`config.mk`:
```
export PLATFORM = sky130hd
export DESIGN_NAME = lru_key_value_cache
export DESIGN_NICKNAME = d
export VERILOG_FILES = /design/src/hdl/lkv_pkg.sv /design/src/hdl/lru_key_value_cache.sv /design/src/hdl/lkv_ctrl.sv /design/src/hdl/lkv_dp.sv
export SDC_FILE = /design/constraint.sdc
export NUM_CORES = 2
export LEC_CHECK = 0
export BUFFER_PORTS_ARGS = -buffer_cell sky130_fd_sc_hd__buf_2
export CAP_MARGIN = 20
export CORE_AREA = 2 2 247 371
export CTS_BUF_LIST = sky130_fd_sc_hd__clkbuf_2 sky130_fd_sc_hd__clkbuf_4 sky130_fd_sc_hd__clkbuf_8
export DETAILED_ROUTE_END_ITERATION = 10
export DIE_AREA = 0 0 249 373
export PLACE_DENSITY = 0.78
export SYNTH_ARGS = -nofsm -noshare
export SYNTH_HDL_FRONTEND = slang
export SYNTH_SLANG_ARGS = --single-unit
```
`constraint.sdc`:
```
create_clock -name clk -period 4.3 [get_ports clk]
set_clock_uncertainty 0.15 [all_clocks]
set_input_delay 0.645 -clock clk [delete_from_list [all_inputs] [get_ports clk]]
set_output_delay 0.645 -clock clk [all_outputs]
set_load 0.02 [all_outputs]
```
`src/hdl/lkv_pkg.sv`:
```
// Shared constants, payload words and control structs for the LRU key/value cache.
package lkv_pkg;

  localparam int ENTRIES    = 16;
  localparam int KEY_BITS   = 32;
  localparam int VALUE_BITS = 32;
  localparam int CAP_W      = 5;

  localparam int IDX_W  = $clog2(ENTRIES);
  localparam int RANK_W = $clog2(ENTRIES);
  localparam int CNT_W  = $clog2(ENTRIES + 1);
  localparam int CMP_W  = (CNT_W > CAP_W) ? CNT_W : CAP_W;

  localparam logic ACT_GET = 1'b0;
  localparam logic ACT_SET = 1'b1;

  localparam logic [CAP_W-1:0] CAP_RESET = CAP_W'(16);

  typedef struct packed {
    logic                         action;
    logic signed [KEY_BITS-1:0]   lookup_key;
    logic signed [VALUE_BITS-1:0] store_value;
  } in_word_t;

  typedef struct packed {
    logic               found;
    logic signed [31:0] read_value;
  } out_word_t;

  typedef struct packed {
    logic load;
    logic look;
    logic upd;
  } cmd_t;

  typedef struct packed {
    logic is_get;
  } status_t;

endpackage

```
`src/hdl/lru_key_value_cache.sv`:
```
// Top level of the fully associative LRU key/value cache.
//
//   port group   direction  handshake           word
//   in_          input      in_valid/in_ready   in_word_t {action, lookup_key, store_value}
//   out_         output     out_valid/out_ready out_word_t {found, read_value}
//   cfg_         input      cfg_wr_en           cfg_wr_data = capacity
//
// Each request passes through accept, parallel key compare over all entries,
// then rank update and entry writeback in one step. A get waits in the compare
// step while the previous result word is still unread.
// Reset clears the valid bits and fill count and sets capacity to 16 at once; no sweep.
// A set produces no result word.
module lru_key_value_cache
  import lkv_pkg::*;
(
  input  logic             clk,
  input  logic             rst_n,
  input  logic             in_valid,
  output logic             in_ready,
  input  in_word_t         in_data,
  output logic             out_valid,
  input  logic             out_ready,
  output out_word_t        out_data,
  input  logic             cfg_wr_en,
  input  logic [CAP_W-1:0] cfg_wr_data
);

  cmd_t    cmd;
  status_t stat;

  lkv_ctrl u_ctrl (
    .clk       (clk),
    .rst_n     (rst_n),
    .in_valid  (in_valid),
    .in_ready  (in_ready),
    .out_valid (out_valid),
    .out_ready (out_ready),
    .stat      (stat),
    .cmd       (cmd)
  );

  lkv_dp u_dp (
    .clk         (clk),
    .rst_n       (rst_n),
    .cfg_wr_en   (cfg_wr_en),
    .cfg_wr_data (cfg_wr_data),
    .in_data     (in_data),
    .cmd         (cmd),
    .stat        (stat),
    .out_data    (out_data)
  );

`ifndef SYNTHESIS
  a_busy_after_accept: assert property (@(posedge clk) disable iff (!rst_n)
    in_valid && in_ready |=> !in_ready)
    else $error("accepted a word while busy");

  a_get_gives_result: assert property (@(posedge clk) disable iff (!rst_n)
    cmd.upd && stat.is_get |=> out_valid)
    else $error("get finished without a result word");

  a_one_step: assert property (@(posedge clk) disable iff (!rst_n)
    $onehot0({cmd.load, cmd.look, cmd.upd}))
    else $error("overlapping sequencer steps");

  a_look_leads_upd: assert property (@(posedge clk) disable iff (!rst_n)
    cmd.look |=> cmd.look || cmd.upd)
    else $error("compare step left without update");
`endif

endmodule

```
`src/hdl/lkv_ctrl.sv`:
```
// Request sequencer: accept, compare, update, and the result word valid flag.
module lkv_ctrl
  import lkv_pkg::*;
(
  input  logic    clk,
  input  logic    rst_n,
  input  logic    in_valid,
  output logic    in_ready,
  output logic    out_valid,
  input  logic    out_ready,
  input  status_t stat,
  output cmd_t    cmd
);

  typedef enum logic [1:0] {
    ST_IDLE,
    ST_LOOK,
    ST_UPD
  } state_t;

  state_t state_r;
  state_t state_nxt;
  logic   out_valid_r;
  logic   out_valid_nxt;
  logic   out_busy;

  assign in_ready  = (state_r == ST_IDLE);
  assign out_valid = out_valid_r;
  assign out_busy  = out_valid_r && !out_ready;

  assign cmd.load = (state_r == ST_IDLE) && in_valid;
  assign cmd.look = (state_r == ST_LOOK);
  assign cmd.upd  = (state_r == ST_UPD);

  always_comb begin
    state_nxt     = state_r;
    out_valid_nxt = out_valid_r && !out_ready;
    unique case (state_r)
      ST_IDLE: begin
        if (in_valid) begin
          state_nxt = ST_LOOK;
        end
      end
      ST_LOOK: begin
        // hold while the previous result word is still unread
        if (!(stat.is_get && out_busy)) begin
          state_nxt = ST_UPD;
        end
      end
      ST_UPD: begin
        state_nxt = ST_IDLE;
        if (stat.is_get) begin
          out_valid_nxt = 1'b1;
        end
      end
      default: state_nxt = ST_IDLE;
    endcase
  end

  always_ff @(posedge clk) begin
    if (!rst_n) begin
      state_r     <= ST_IDLE;
      out_valid_r <= 1'b0;
    end else begin
      state_r     <= state_nxt;
      out_valid_r <= out_valid_nxt;
    end
  end

endmodule

```
`src/hdl/lkv_dp.sv`:
```
// Entry storage, parallel key compare, recency ranks and result register.
module lkv_dp
  import lkv_pkg::*;
(
  input  logic             clk,
  input  logic             rst_n,
  input  logic             cfg_wr_en,
  input  logic [CAP_W-1:0] cfg_wr_data,
  input  in_word_t         in_data,
  input  cmd_t             cmd,
  output status_t          stat,
  output out_word_t        out_data
);

  in_word_t                    req_r;
  logic [CAP_W-1:0]            cap_r;
  logic [ENTRIES-1:0]          valid_r;
  logic [ENTRIES-1:0]          valid_nxt;
  logic [CNT_W-1:0]            fill_r;
  logic [CNT_W-1:0]            fill_nxt;
  logic [KEY_BITS-1:0]         key_r   [ENTRIES];
  logic [VALUE_BITS-1:0]       val_r   [ENTRIES];
  logic [RANK_W-1:0]           rank_r  [ENTRIES];
  logic [RANK_W-1:0]           rank_nxt[ENTRIES];
  logic                        hit_r;
  logic [IDX_W-1:0]            hit_idx_r;
  logic [IDX_W-1:0]            old_idx_r;
  logic                        evict_r;
  out_word_t                   out_r;

  logic                        hit_c;
  logic [IDX_W-1:0]            hit_idx_c;
  logic [IDX_W-1:0]            old_idx_c;
  logic                        evict_c;
  logic [CMP_W-1:0]            eff_cap;
  logic [RANK_W-1:0]           oldest_rank;
  logic [RANK_W-1:0]           hit_rank;
  logic [ENTRIES-1:0]          valid_kept;
  logic [IDX_W-1:0]            slot_c;

  assign stat.is_get = (req_r.action == ACT_GET);
  assign out_data    = out_r;

  always_comb begin
    if (cap_r == '0) begin
      eff_cap = CMP_W'(1);
    end else if (CMP_W'(cap_r) > CMP_W'(ENTRIES)) begin
      eff_cap = CMP_W'(ENTRIES);
    end else begin
      eff_cap = CMP_W'(cap_r);
    end
  end

  assign oldest_rank = RANK_W'(fill_r - CNT_W'(1));
  assign evict_c     = CMP_W'(fill_r) >= eff_cap;

  always_comb begin
    hit_c     = 1'b0;
    hit_idx_c = '0;
    old_idx_c = '0;
    for (int i = ENTRIES - 1; i >= 0; i--) begin
      if (valid_r[i] && key_r[i] == req_r.lookup_key) begin
        hit_c     = 1'b1;
        hit_idx_c = IDX_W'(i);
      end
      if (valid_r[i] && rank_r[i] == oldest_rank) begin
        old_idx_c = IDX_W'(i);
      end
    end
  end

  assign hit_rank = rank_r[hit_idx_r];

  always_comb begin
    valid_kept = valid_r;
    if (evict_r) begin
      valid_kept[old_idx_r] = 1'b0;
    end
    slot_c = '0;
    for (int i = ENTRIES - 1; i >= 0; i--) begin
      if (!valid_kept[i]) begin
        slot_c = IDX_W'(i);
      end
    end
  end

  always_comb begin
    valid_nxt = valid_r;
    fill_nxt  = fill_r;
    for (int i = 0; i < ENTRIES; i++) begin
      rank_nxt[i] = rank_r[i];
    end
    if (cmd.upd) begin
      if (hit_r) begin
        for (int i = 0; i < ENTRIES; i++) begin
          if (valid_r[i] && rank_r[i] < hit_rank) begin
            rank_nxt[i] = rank_r[i] + RANK_W'(1);
          end
        end
        rank_nxt[hit_idx_r] = '0;
      end else if (req_r.action == ACT_SET) begin
        for (int i = 0; i < ENTRIES; i++) begin
          if (valid_kept[i]) begin
            rank_nxt[i] = rank_r[i] + RANK_W'(1);
          end
        end
        rank_nxt[slot_c]  = '0;
        valid_nxt         = valid_kept;
        valid_nxt[slot_c] = 1'b1;
        if (!evict_r) begin
          fill_nxt = fill_r + CNT_W'(1);
        end
      end
    end
  end

  always_ff @(posedge clk) begin
    if (!rst_n) begin
      cap_r   <= CAP_RESET;
      valid_r <= '0;
      fill_r  <= '0;
    end else begin
      if (cfg_wr_en) begin
        cap_r <= cfg_wr_data;
      end
      valid_r <= valid_nxt;
      fill_r  <= fill_nxt;
    end
  end

  always_ff @(posedge clk) begin
    if (cmd.load) begin
      req_r <= in_data;
    end
    if (cmd.look) begin
      hit_r     <= hit_c;
      hit_idx_r <= hit_idx_c;
      old_idx_r <= old_idx_c;
      evict_r   <= evict_c;
    end
    for (int i = 0; i < ENTRIES; i++) begin
      rank_r[i] <= rank_nxt[i];
    end
    if (cmd.upd) begin
      if (req_r.action == ACT_GET) begin
        out_r.found      <= hit_r;
        out_r.read_value <= hit_r ? 32'(val_r[hit_idx_r]) : '1;
      end else if (hit_r) begin
        val_r[hit_idx_r] <= req_r.store_value;
      end else begin
        key_r[slot_c] <= req_r.lookup_key;
        val_r[slot_c] <= req_r.store_value;
      end
    end
  end

endmodule
```
==> results.json <==
{
  "place_ws_ns": 0.132,
  "timing_worst_setup_path_type": "register to register",
  "critPathTopFamily": "buffers and inverters",
  "synth_warnings": 0,
  "cp-startpoint": "u_dp.hit_idx_r[1]",
  "coreArea_um2": 89700,
  "peakVddDrop_mv": 0.436,
  "power_mw": 23.7,
  "cts_htree_levels": 4,
  "ys_ff_latch": 1225,
  "wire_per_inst_um": 28.2,
  "fin_nets": 3690,
  "start_kind": "register",
  "critPathBufInv": 2,
  "synthSimpleGateAreaFrac_pct": 5.64,
  "cts_buffers": 170,
  "synth.yosys.seq_area_share_pct": 69.4,
  "drv_cap": 0,
  "ios": 110,
  "die_h_um": 373,
  "antenna_found_initial": 3,
  "worst_setup_path_end_kind": "register",
  "synth_top_area_share_pct": 68.3,
  "hold_violations": 0,
  "fp-row-count": 135,
  "grt_remaining_overflow": 0,
  "yosys_most_used_dff": "edfxtp_1",
  "cp.required_ns": 4.74,
  "drv_slew": 0,
  "synth_area_leaders": "edfxtp_1 68%, mux4_2 7.7%, xnor2_1 6.9%, xor2_1 2.6%, ha_1 1.7%",
  "finish.utilization_pct": 67.0,
  "postSynthCellCount": 3164,
  "tightestPinTransition_ns": 1.12,
  "synth_area_leader_cell": "edfxtp_1",
  "dr.pass1.iters": 6,
  "setup_viol": 0,
  "synthArstFlopShare_pct": 0,
  "fin_crit_sh_pct": 94.1,
  "die_x_um": 249,
  "rr_startpoint": "u_dp.hit_idx_r[1]",
  "drive_above_1_share_pct": 21.2,
  "status": "complete, no violations",
  "synth_fa_ha_area_share_pct": 1.69,
  "maxSlewHeadroom_pct": 25.5,
  "yosys.cell_types.count": 77,
  "hold_class": "primary input to register",
  "final_antenna_net_count": 0,
  "cts_tree": "built",
  "rsz0062_at_grt": "false",
  "drt-initial-drc-count": 3353,
  "powerDensity_nw_per_um2": 394,
  "vias": 30800,
  "post-dp-hpwl_um": 81400,
  "synth_edf_count": 1196,
  "synth_top_family_by_area": "XOR/XNOR gates",
  "fmax_mhz": 247,
  "r2r-end": "u_dp.out_data[3]",
  "clk_latency_ns": 0.89,
  "worst_slack_ns": 0.253,
  "grt_pass1_vias": 31700,
  "cp_max_fo": 70,
  "cp.depth": 5,
  "final_area_um2": 60100,
  "design.die.area_um2": 92900,
  "via_per_inst": 6.35,
  "fin_hold_ws_ns": 0.0728,
  "grt_start_max_net_pins": 105,
  "dpl-instance-area_um2": 56000,
  "grt_pass1_wl_um": 202000,
  "gp_congestion": 0.930,
  "arrival_ns": 4.49,
  "num-fill-cells": 5677,
  "leakagePower_nw": 19.6,
  "cts_sinks": 1225,
  "area_growth_pct": 14.4,
  "synth.avg_cell_area_um2": 16.6,
  "cts.root.buffer_cell": "clkbuf_8",
  "wirelength_um": 137000,
  "synth_xor_area_share_pct": 9.55,
  "start_util_pct": 58.6,
  "io_buffers": 109,
  "critPathCapture": "u_dp.out_data[3]",
  "drc": 0,
  "r2r_cells": 5,
  "track_usage_pct": 29.8,
  "synth-compound-area-share_pct": 4.22,
  "clockBufferDepth": 3,
  "clkTransAtPathRegs_ns": 0.08,
  "critPathSlowestCell": "buf_4",
  "synth_area_um2": 52600,
  "post_cts_buffers": 0,
  "r2r_setup_slack_ns": 0.25,
  "critPathMaxStageDelay_ns": 0.87,
  "finalCriticalPeriod_ns": 4.05,
  "syn-num-nets": 3310,
  "synthMuxAreaShare_pct": 8.06,
  "path_cells": "buf_4, buf_4, mux4_2, mux4_2, nand2b_1"
}
worst register-to-register path: stages (launching register included):
cell	delay, ns
edfxtp_1	0.77
buf_4	0.88
buf_4	0.82
mux4_2	0.46
mux4_2	0.46
nand2b_1	0.21
timing repair:
item	in CTS	in global routing
hold buffers	75	0
endpoints found under the setup margin	0	1
resized for setup	0	1
hold endpoints to repair	73	0
worst min path at each step:
stage	from	endpoint	depth (start not counted)
final	cfg_wr_en	u_dp.cap_r[1]	3
after global routing	cfg_wr_en	u_dp.cap_r[2]	3
after CTS	cfg_wr_en	u_dp.cap_r[2]	3
after detailed placement	u_dp.cap_r[0]	u_dp.cap_r[0]	2
after global placement	u_dp.cap_r[0]	u_dp.cap_r[0]	2
after floorplan	u_dp.cap_r[0]	u_dp.cap_r[0]	2
cell usage in the layout, fill, tap and decap left out, types with 29 or more instances in the layout:
| master | n |
|---|---|
| nand4_1 | 115 |
| ha_1 | 71 |
| buf_12 | 42 |
| inv_1 | 54 |
| a21oi_1 | 55 |
| nor2_1 | 78 |
| o21ai_0 | 101 |
| nor4_1 | 45 |
| nand3_1 | 50 |
| mux4_2 | 180 |
| o21a_1 | 31 |
| dlygate4sd3_1 | 75 |
| buf_4 | 119 |
| edfxtp_1 | 1196 |
| nor3_1 | 30 |
| clkbuf_4 | 50 |
| clkbuf_8 | 179 |
| nand2_1 | 79 |
| nand2b_1 | 56 |
| xor2_1 | 158 |
| buf_2 | 109 |
| clkinv_1 | 48 |
| dfxtp_1 | 29 |
| xnor2_1 | 413 |
where the power goes:
part | switching [mW] | total, mW | internal, mW
clock | 4.42 | 8.97 | 4.55
sequential | 0.181 | 13.4 | 13.2
combinational | 0.762 | 1.33 | 0.571
total | 5.37 | 23.7 | 18.3
through the flow:
stage | TNS (ns) | cells
global route | 0 | 4846
detailed placement | 0 | 4460
floorplan | -0.0331 | 3164
global placement | 0 | 4459
finish | 0 | 4850
CTS | 0 | 4844
per-layer routing:
metal	track usage (%)	vias up	wire length, µm
li1	-	13000	-
met1	36.0	15600	49000
met2	51.2	1709	69900
met3	5.06	417	10200
met4	16.1	0	7730
met5	0	-	0
cell type report:
cell class | instances | area, µm² | share of cell area, %
antenna | 5 | 12.5 | 0.0208
clock buffer | 229 | 2840 | 4.72
clock inverter | 80 | 497 | 0.826
inverter | 56 | 210 | 0.350
multi-input combinational | 1744 | 15500 | 25.8
sequential | 1225 | 36500 | 60.7
tap | 1164 | 1460 | 2.42
timing repair buffer | 347 | 3090 | 5.13
sequential cells by signal, indices dropped and copies added, names as in the netlist:
register,count
u_ctrl.state_r,2
u_dp.val_r,512
u_dp.out_data,33
u_dp.cap_r,5
u_ctrl.out_valid,1
u_dp.fill_r,5
u_dp.rank_r,64
u_dp.req_r,65
u_dp.old_idx_r,4
u_dp.valid_r,16
u_dp.hit_idx_r,4
u_dp.evict_r,1
u_dp.key_r,512
u_dp.hit_r,1
logic make-up after synthesis:
logic type	Yosys count
simple gates	559
fa+ha+maj	71
xor+xnor	573
compound gates	344
buf+inv	195
mux	197
flops	1225
cell usage after synthesis, drive strengths merged, types with 9 or more instances:
cell	n
nor3	30
xor2	159
clkbuf	110
and3	9
nand3	50
nand2	79
inv	55
edfxtp	1196
nor2b	12
nand4	115
and2	9
nand2b	56
a31oi	20
o22ai	18
nor4	46
dfxtp	29
ha	71
mux4	180
xnor2	414
buf	29
nand3b	11
nor2	112
o21ai	119
a21oi	57
a22o	15
o21a	31
a21o	9
mux2	9
(Power assumes the default switching activity.)
